===== src/hdl/ppp_pkg.sv =====
`timescale 1ns / 1ps
`default_nettype none
package ppp_pkg;

  localparam int COORD_W = 32;              // Q16.16 coordinate width
  localparam int FRAC_W  = 16;              // fractional bits
  localparam int NUM_W   = 66;              // signed n.p + d in Q34.32
  localparam int MAG_W   = 64;              // magnitude of numerator and |n|^2
  localparam int QUO_W   = MAG_W + FRAC_W;  // quotient bits, one divider stage each
  localparam int Q_DEPTH = 4;               // entries between front and back
  localparam int Q_PTR_W = $clog2(Q_DEPTH);

  typedef struct packed {
    logic signed [COORD_W-1:0] px;
    logic signed [COORD_W-1:0] py;
    logic signed [COORD_W-1:0] pz;
    logic signed [COORD_W-1:0] nx;
    logic signed [COORD_W-1:0] ny;
    logic signed [COORD_W-1:0] nz;
  } ppp_geom_t;

  // Everything that rides along the divider next to the quotient
  typedef struct packed {
    logic [MAG_W-1:0] den;
    logic             neg;
    logic             degen;
    ppp_geom_t        geom;
  } ppp_ctx_t;

  typedef struct packed {
    logic [MAG_W-1:0] mag;
    ppp_ctx_t         ctx;
  } ppp_work_t;

endpackage
`default_nettype wire


===== src/hdl/ppp_queue.sv =====
`timescale 1ns / 1ps
`default_nettype none
module ppp_queue (
  input  wire logic          clk,
  input  wire logic          rst_n,
  input  wire logic          push,
  input  ppp_pkg::ppp_work_t push_data,
  output logic               full,
  input  wire logic          pop,
  output logic               empty,
  output ppp_pkg::ppp_work_t head
);

  ppp_pkg::ppp_work_t              entry_r [ppp_pkg::Q_DEPTH];
  logic [ppp_pkg::Q_PTR_W-1:0]     wr_ptr_r, rd_ptr_r;
  logic [ppp_pkg::Q_PTR_W:0]       count_r;

  assign full  = (count_r == (ppp_pkg::Q_PTR_W+1)'(ppp_pkg::Q_DEPTH));
  assign empty = (count_r == '0);
  assign head  = entry_r[rd_ptr_r];

  // Store on push
  always_ff @(posedge clk) begin
    if (push) begin
      entry_r[wr_ptr_r] <= push_data;
    end
  end

  // Advance pointers and occupancy
  always_ff @(posedge clk) begin
    if (!rst_n) begin
      wr_ptr_r <= '0;
      rd_ptr_r <= '0;
      count_r  <= '0;
    end else begin
      if (push) begin
        wr_ptr_r <= wr_ptr_r + 1'b1;
      end
      if (pop) begin
        rd_ptr_r <= rd_ptr_r + 1'b1;
      end
      if (push && !pop) begin
        count_r <= count_r + 1'b1;
      end else if (pop && !push) begin
        count_r <= count_r - 1'b1;
      end
    end
  end

endmodule
`default_nettype wire


===== config.mk =====
export PLATFORM = sky130hd
export DESIGN_NAME = ppp_queue
export DESIGN_NICKNAME = d
export VERILOG_FILES = /design/src/hdl/ppp_pkg.sv /design/src/hdl/ppp_queue.sv
export SDC_FILE = /design/constraint.sdc
export NUM_CORES = 1
export LEC_CHECK = 0
export ABC_AREA = 1
export BUFFER_PORTS_ARGS = -buffer_cell sky130_fd_sc_hd__buf_2
export CORE_MARGIN = 4
export CORE_UTILIZATION = 44
export DETAILED_ROUTE_END_ITERATION = 6
export SYNTH_ARGS = -nofsm -noshare
export SYNTH_HDL_FRONTEND = slang
export SYNTH_SLANG_ARGS = --single-unit

===== constraint.sdc =====
create_clock -name clk -period 11.5 [get_ports clk]
set_clock_uncertainty 0.2 [all_clocks]
set_input_delay 0.575 -clock clk [delete_from_list [all_inputs] [get_ports clk]]
set_output_delay 0.575 -clock clk [all_outputs]
set_load 0.01 [all_outputs]

**Word-level counts from Yosys, hierarchy flattened**

Memories as Yosys holds them, arrays and structs flattened. A register that Yosys moved wholly into a read port is not among the register bits.
Cells that the tools add are included.

- Register bits: 7
- Bits in latches: 0
- Memory bits (writable): 1,288
- Bits in read-only memories: 0
- Bits of input ports: 326
- Logic and storage cells: 21
- Memories kept: 1

Memories:

| memory | depth | bits a word | read ports | clocked after Yosys merged registers in | write ports | RTL line | source |
|---|---|---|---|---|---|---|---|
| entry_r | 4 | 322 | 1 | 1 | 1 | ppp_queue.sv:14 | `ppp_pkg::ppp_work_t entry_r [ppp_pkg::Q_DEPTH];` |

- $add $sub $neg: 4
- $mul: 0
- Div/mod/pow operators: 0
- Magnitude comparators: 0
- Equal/unequal tests: 1
- Shift operators: 0
- Mux-type cells: 6
- Bitwise logic cells: 0
- Reductions and logical operators: 6

Operator list:

| kind | count |
|---|---|
| two-way mux 3 bit | 2 |
| adder 2 x 1 -> 2 bit, second input constant | 2 |
| two-way mux 2 bit | 2 |
| adder 3 x 1 -> 3 bit, second input constant | 1 |
| == test 3 bit, second input constant | 1 |
| logical NOT 3 bit | 1 |
| subtractor 3 x 1 -> 3 bit, second input constant | 1 |
| logical AND 1 bit | 2 |
| logical NOT 1 bit | 2 |
| two-way mux 1 bit | 2 |
| nonzero test 2 bit | 1 |

**Longest topological paths before layout**

Gate-level depths: netlist of run 1.

- Word-level depth: 4
- Mapped depth: 10
- Gate-level depth less buffers: 10

**Worst setup path after synthesis of run 1**

OpenSTA, ideal clock, no wires.

- Path kind: input-to-reg
- From: input push
- To: memory entry_r[2][0] in the netlist's numbering, enable pin
- Library setup time: 0.672 ns
- Data arrival time: 6.776 ns
- Data required time: 10.628 ns
- Setup slack: 3.853 ns
- Cell stages on the path: 2
- Path buffers: 0
- Cells stage by stage: nand2_1 > inv_1

- Cells in the longest elaborated chain, start to end: 2

Ends and longest elaborated chain:

| item | RTL line | source |
|---|---|---|
| start, declared | ppp_queue.sv:6 | `input wire logic push,` |
| two-way mux 1 bit | ppp_queue.sv:24 | `if (push) begin` |
| two-way mux 1 bit (implied by the code) | ppp_queue.sv:25 | `entry_r[wr_ptr_r] <= push_data;` |
| end, declared | ppp_queue.sv:14 |  |

Every way passes these cells.

==> summary.txt, run 1 <==
Detailed routing
  • Initial DRC count: 2251
  • Wire length per cell: 20.93 um
  • ANT nets after route: 0
  • Via/cell ratio: 5.294
  • # DRC: 0
  • Total number of vias: 29740
  • First drt pass iteration count: 5
  • Wirelength, routed: 117.6 mm

CTS
  • Max H-tree Level: 4
  • CTS tree: done
  • Clk Latency, worst-skew pair: 0.71 ns
  • CTS Buf Count: 136
  • Post-CTS Setup Bufs: 0
  • TritonCTS sink count: 1297
  • Clock Path Buffers: 3
  • Worst-path clk slew: 0.06 ns
  • CTS Root Cell: clkbuf_16

Finish
  • Final nets: 4429
  • Multi-input gate area: 7861 um2
  • Reg area: 38860 um2
  • Area grow syn2layout: 24.17%
  • Final cell count without fillers: 5617
  • Fraction of layout cells with a size suffix above 1: 20.48%
  • Filler cells: 8622

Floorplan
  • Core Region: 107700 um2
  • Initial core utilization: 44.50%
  • Die Ht: 338.0 um
  • I/O pins: 650
  • Die area: 114200 um2
  • Site row count: 120
  • Die Width: 338.0 um

STA
  • Final period util: 59.16%
  • Fmax: 147.0 MHz
  • Measured slew at the worst slew-check pin: 1.072 ns
  • Slew margin rel.: 28.55%
  • RSZ-0062 raised after global routing: no
  • Worst hold margin: 0.2538 ns
  • Fin crit period: 6.804 ns
  • Fin Setup TNS: 0 ns
  • Final Hold Fails: 0
  • Max Transition Viols Final: 0
  • Setup violations, final: 0
  • Worst setup margin: 4.696 ns

Setup path
  • Most frequent CP cell: buf_4
  • Slowest CP cell: buf_4
  • RR Startpoint: wr_ptr_r[1]
  • R2R setup slack: 8.00 ns
  • Crit Path Max Fanout: 118
  • Required time of the critical path: 10.73 ns
  • Worst Path Arrival: 6.03 ns
  • R2R cell count: 6
  • Reg-to-reg endpoint: entry_r[1][162]
  • CP max stage delay: 0.92 ns
  • Endpoint type of the worst setup path: output pin
  • Setup CP Type: flop to output pin
  • Crit-path cells: buf_4 > buf_4 > buf_4 > buf_4 > o21ai_0 > o22ai_1 > buf_2
  • Crit start category: flop

Flow run
  • Number of max-cap violations: 0

Synthesis
  • Synth top area share: 80.73%
  • Synth top area cells: edfxtp_1 (81%), o21ai_0 (6.8%), nor2_1 (5.1%), o22ai_1 (4.2%), clkbuf_1 (1.0%)
  • Commonest register cell after synthesis: edfxtp_1
  • Netlist Area Pre-Place: 47910 um2
  • Most common cell in the synthesized netlist: edfxtp_1
  • Register area share after synthesis: 81.11%
  • Post-synth top area cell: edfxtp_1
  • Synth Net Count: 3504
  • Synth Instances: 3172
  • Syn Area/Cell: 15.10 um2
  • Fraction of registers with async set/reset: 0%
  • Ys Warns: 0
  • Post-synth EDFFs: 1288
  • Top cells by count, synth: edfxtp_1 (1288), o21ai_0 (650), nor2_1 (649)
  • Yosys reg bits: 1297
  • Distinct cells, synth: 20

GRT
  • GRT Overall Usage: 19.88%
  • First-pass GRT wire length: 173.7 mm
  • Largest net degree at the start of global routing: 267
  • Vias in the first global route: 28830
  • Total grt overflow: 0
  • Initial antenna violation count: 20

Worst hold path
  • Worst Min Path Start: rd_ptr_r[1]
  • Hold Path Class: flop to flop
  • Worst hold path cell count: 1

Place
  • Setup WS pre-CTS: 5.488 ns
  • GPL Wtd Cong: 0.7735
  • Cells after DPL: 5037
  • I/O Buffers: 649
  • HPWL Detailed: 66.21 mm

Power and ir drop
  • P_leak: 20.64 nW
  • Peak VDD IR: 0.0001357 V
  • Pwr/cell area: 176.6 nW/um2
  • Total chip power: 0.01051 W

Outcome
  • Run status: complete, no violations
## critical path: cells and delay by family (launching register included)
| family | cells | cell delay (ns) |
|---|---|---|
| compound gates | 2 | 0.49 |
| flops | 1 | 0.89 |
| buf+inv | 5 | 3.64 |
## cell usage in the layout, fill, tap and decap left out
cell type / instances
bufinv_16: 3
inv_16: 2
clkinv_2: 20
nand2_1: 9
clkbuf_8: 1
dfxtp_4: 2
nor3_1: 2
inv_1: 11
buf_12: 6
clkinvlp_4: 3
ha_1: 5
dfxtp_1: 7
clkbuf_1: 34
nand4_1: 1
clkbuf_16: 140
nor2_1: 649
inv_6: 4
edfxtp_1: 1288
nand3_1: 1
o21ai_0: 650
buf_4: 21
fa_1: 1
dlygate4sd3_1: 325
inv_8: 5
a21oi_1: 4
o22ai_1: 322
clkinv_1: 26
buf_2: 649
clkinv_8: 3
diode_2: 20
## worst max path at each step
stage                     from  slack (ns)       endpoint  cells past startpoint
after floorplan           push        3.85  entry_r[2][0]                      2
after global placement    flop        5.64      head[113]                      7
after detailed placement  flop        5.49      head[113]                      7
after CTS                 flop        4.70      head[113]                      7
after global routing      flop        4.27      head[153]                      7
final                     flop        4.70      head[202]                      7
## final cells by class
type,instances,area share [%]
Clock buffer,175,6.127
Antenna cell,20,0.08413
Multi-Input combinational cell,1644,13.22
Sequential cell,1297,65.33
Clock inverter,60,0.6962
Timing Repair Buffer,1001,11.40
Inverter,17,0.1977
Tap cell,1403,2.951
## cells by family after synthesis
kind of cell    Yosys count  share of synthesized area (%)
flops                  1297                          81.11
compound gates          976                          11.04
simple gates            662                          5.200
buf+inv                 231                          2.484
fa+ha+maj                 6                         0.1724
## metrics by stage
stage               util, %  cell area, um2
floorplan                 -           47910
global placement      48.42           52130
detailed placement    48.42           52130
CTS                   55.21           59440
global route          55.24           59470
finish                55.26           59490
## registers in the layout, summed over array words and instances (netlist names), named ones only
signal and cells:
count_r 3, entry_r 1288, rd_ptr_r 2, wr_ptr_r 2
## layer usage
| layer | vias up | global-route usage (%) | routed length (um) |
|---|---|---|---|
| li1 | 13950 | - | - |
| met1 | 14710 | 25.44 | 48220 |
| met2 | 885 | 32.38 | 56400 |
| met3 | 196 | 6.083 | 9320 |
| met4 | 4 | 6.938 | 3586 |
| met5 | - | 0 | 26 |
## where the power goes
part	total (W)	switching [W]	internal (W)
Clock	0.00403	0.00173	0.00230
Sequential	0.00546	0.0000476	0.00541
Combinational	0.00102	0.000669	0.000350
Total	0.0105	0.00244	0.00806
## what timing repair did
item / CTS / global route
hold endpoints to repair: 1297 / 0
gates resized for setup: 0 / 0
hold buffers: 325 / 0
Power figures use the tool's default switching activity.
==> run 2: changes to the inputs <==
Clock period 11.5 ns to 7.1 ns, I/O delays scaled along.
==> summary.txt, run 2 (synthesis gave the netlist of run 1 again) <==
STA
  • Slew margin rel.: 13.24% (-15 points)
  • Setup violations, final: 0 (unchanged)
  • Fin crit period: 4.460 ns
  • Measured slew at the worst slew-check pin: 1.301 ns (+0.2296 ns)
  • Fin Setup TNS: 0 ns (unchanged)
  • Worst setup margin: 2.640 ns (-2.056 ns)
  • Final Hold Fails: 0 (unchanged)
  • Final period util: 62.81%
  • RSZ-0062 raised after global routing: no
  • Max Transition Viols Final: 0 (unchanged)
  • Fmax: 224.2 MHz

Setup path
  • Worst Path Arrival: 3.90 ns (-2.13 ns)
  • CP Depth: 5 (-2)
  • Setup CP Type: flop to output pin
  • Worst Path Buf+Inv: 3 (-2)
  • Crit-path cells: inv_16 > buf_4 > o21ai_0 > o22ai_1 > buf_2
  • CP max stage delay: 0.92 ns (about the same)
  • Required time of the critical path: 6.55 ns (-4.18 ns)
  • Endpoint type of the worst setup path: output pin
  • Cell family with most CP delay: buffers and inverters
  • R2R cell count: 6 (unchanged)
  • Slowest CP cell: buf_4
  • Crit Path Max Fanout: 243 (+110%)
  • Crit start category: flop

GRT
  • GRT Overall Usage: 19.61% (-0.26 points)
  • First-pass GRT wire length: 172.0 mm (-1.0%)
  • Largest net degree at the start of global routing: 244 (-8.6%)
  • Initial antenna violation count: 22 (+10%)
  • Total grt overflow: 0 (unchanged)
  • Vias in the first global route: 28550 (-0.94%)

Worst hold path
  • Worst hold path cell count: 2 (+1)
  • Hold Path Class: input pin to flop

Detailed routing
  • Wirelength, routed: 115.9 mm (-1.4%)
  • Wire length per cell: 20.60 um (-1.6%)
  • First drt pass iteration count: 5 (unchanged)
  • Via/cell ratio: 5.241 (-1.0%)
  • Initial DRC count: 1887 (-16%)
  • # DRC: 0 (unchanged)
  • Total number of vias: 29470 (-0.88%)
  • ANT nets after route: 0 (unchanged)

CTS
  • TritonCTS sink count: 1297 (unchanged)
  • Clk Latency, worst-skew pair: 0.71 ns (about the same)
  • Clock Path Buffers: 3 (unchanged)
  • CTS Root Cell: clkbuf_16
  • Worst-path clk slew: 0.06 ns (about the same)
  • CTS tree: done
  • CTS Buf Count: 135 (-0.74%)
  • Max H-tree Level: 4 (unchanged)

Finish
  • Layout Utilization: 55.35% (+0.087 points)
  • Multi-input gate area: 7861 um2 (unchanged)
  • Area grow syn2layout: 24.36%
  • Max reg flops: 1288 (unchanged)
  • Largest regs: entry_r (1288), count_r (3)
  • Fraction of layout cells with a size suffix above 1: 20.36% (-0.12 points)
  • Layout Cell Area excl Fill: 59580 um2 (+0.16%)
  • Most flop-heavy register: entry_r
  • Most frequent cells in the layout: edfxtp_1 (1288), o21ai_0 (650), nor2_1 (649), buf_2 (649), dlygate4sd3_1 (325)
  • Reg area: 38860 um2 (unchanged)
  • Final nets: 4426 (-0.068%)
  • Most common cell after layout, fill and taps aside: edfxtp_1
  • Filler cells: 8638 (+0.19%)

Floorplan
  • Die area: 114200 um2 (unchanged)
  • Die Ht: 338.0 um (unchanged)
  • Core Region: 107700 um2 (unchanged)
  • Site row count: 120 (unchanged)
  • Initial core utilization: 44.50% (unchanged)
  • Die Width: 338.0 um (unchanged)
  • I/O pins: 650 (unchanged)

Place
  • GPL Wtd Cong: 0.7554 (-2.3%)
  • HPWL Detailed: 62.80 mm (-5.1%)
  • Placed inst area: 52170 um2 (about the same)
  • I/O Buffers: 649 (unchanged)
  • Setup WS pre-CTS: 3.554 ns (-1.934 ns)

Power and ir drop
  • Pwr/cell area: 286.2 nW/um2 (+62%)
  • Peak VDD IR: 0.0002391 V (+76%)
  • P_leak: 20.65 nW (about the same)

Outcome
  • Run status: complete, no violations

Flow run
  • Number of max-cap violations: 0 (unchanged)
[run 2: cell count changes in the layout (fill, tap and decap cells not counted), sizes merged]
cell      before  now
inv           22   19
clkinv        49   52
clkbuf       175  180
diode         20   21
buf          676  674
bufinv         3    5
clkinvlp       3    4
[run 2: per-layer routing]
layer | track usage (%) | up-vias | wire [um]
li1 | - | 13930 | -
met1 | 24.81 | 14570 | 46670
met2 | 32.70 | 791 | 57540
met3 | 5.791 | 177 | 8517
met4 | 6.300 | 6 | 3097
met5 | 0 | - | 45
[run 2: timing repair]
item	in CTS	in global routing
hold buffers	325	0
endpoints found under the hold margin	1298	0
endpoints found under the setup margin	0	0
resized for setup	0	0
buffers inserted	0	0
[run 2: worst paths after layout]
kind	from	to	slack (ns)
worst max-delay path	flop	head[152]	2.64
worst min register to register	rd_ptr_r[1]	flop	0.24
worst min-delay path	push_data[106]	entry_r[1][106]	0.18
worst max register to register	wr_ptr_r[1]	entry_r[1][190]	3.60
[run 2: metrics by stage]
stage / hold WS [ns] / total power (W) / cells
finish: 0.1834 / 0.01705 / 5624
global route: 0.1359 / 0.01775 / 5617
CTS: 0.1084 / 0.01725 / 5603
detailed placement: 0.2325 / 0.01052 / 5035
global placement: 0.2211 / 0.01050 / 5035
floorplan: 0.2115 / 0.009842 / 3172
[run 2: report_power, final]
group | total [W] | switching (W) | internal (W)
clock network | 0.00656 | 0.00278 | 0.00378
logic | 0.00166 | 0.00109 | 0.000573
registers | 0.00883 | 0.0000660 | 0.00877
[run 2: layout make-up]
cell class	instances	share of cell area, %
Antenna cell	21	0.08820
Clock buffer	180	6.094
Clock inverter	63	0.7959
Inverter	17	0.1722
Multi-Input combinational cell	1644	13.19
Sequential cell	1297	65.23
Tap cell	1403	2.946
Timing Repair Buffer	999	11.48
[run 2: worst reg2reg max path, cell delays in order (launching register included)]
cell        delay, ns
dfxtp_1          0.33
inv_1            0.09
ha_1             0.14
nand2_1          0.08
clkinvlp_4       0.47
buf_4            0.84
buf_12           0.63
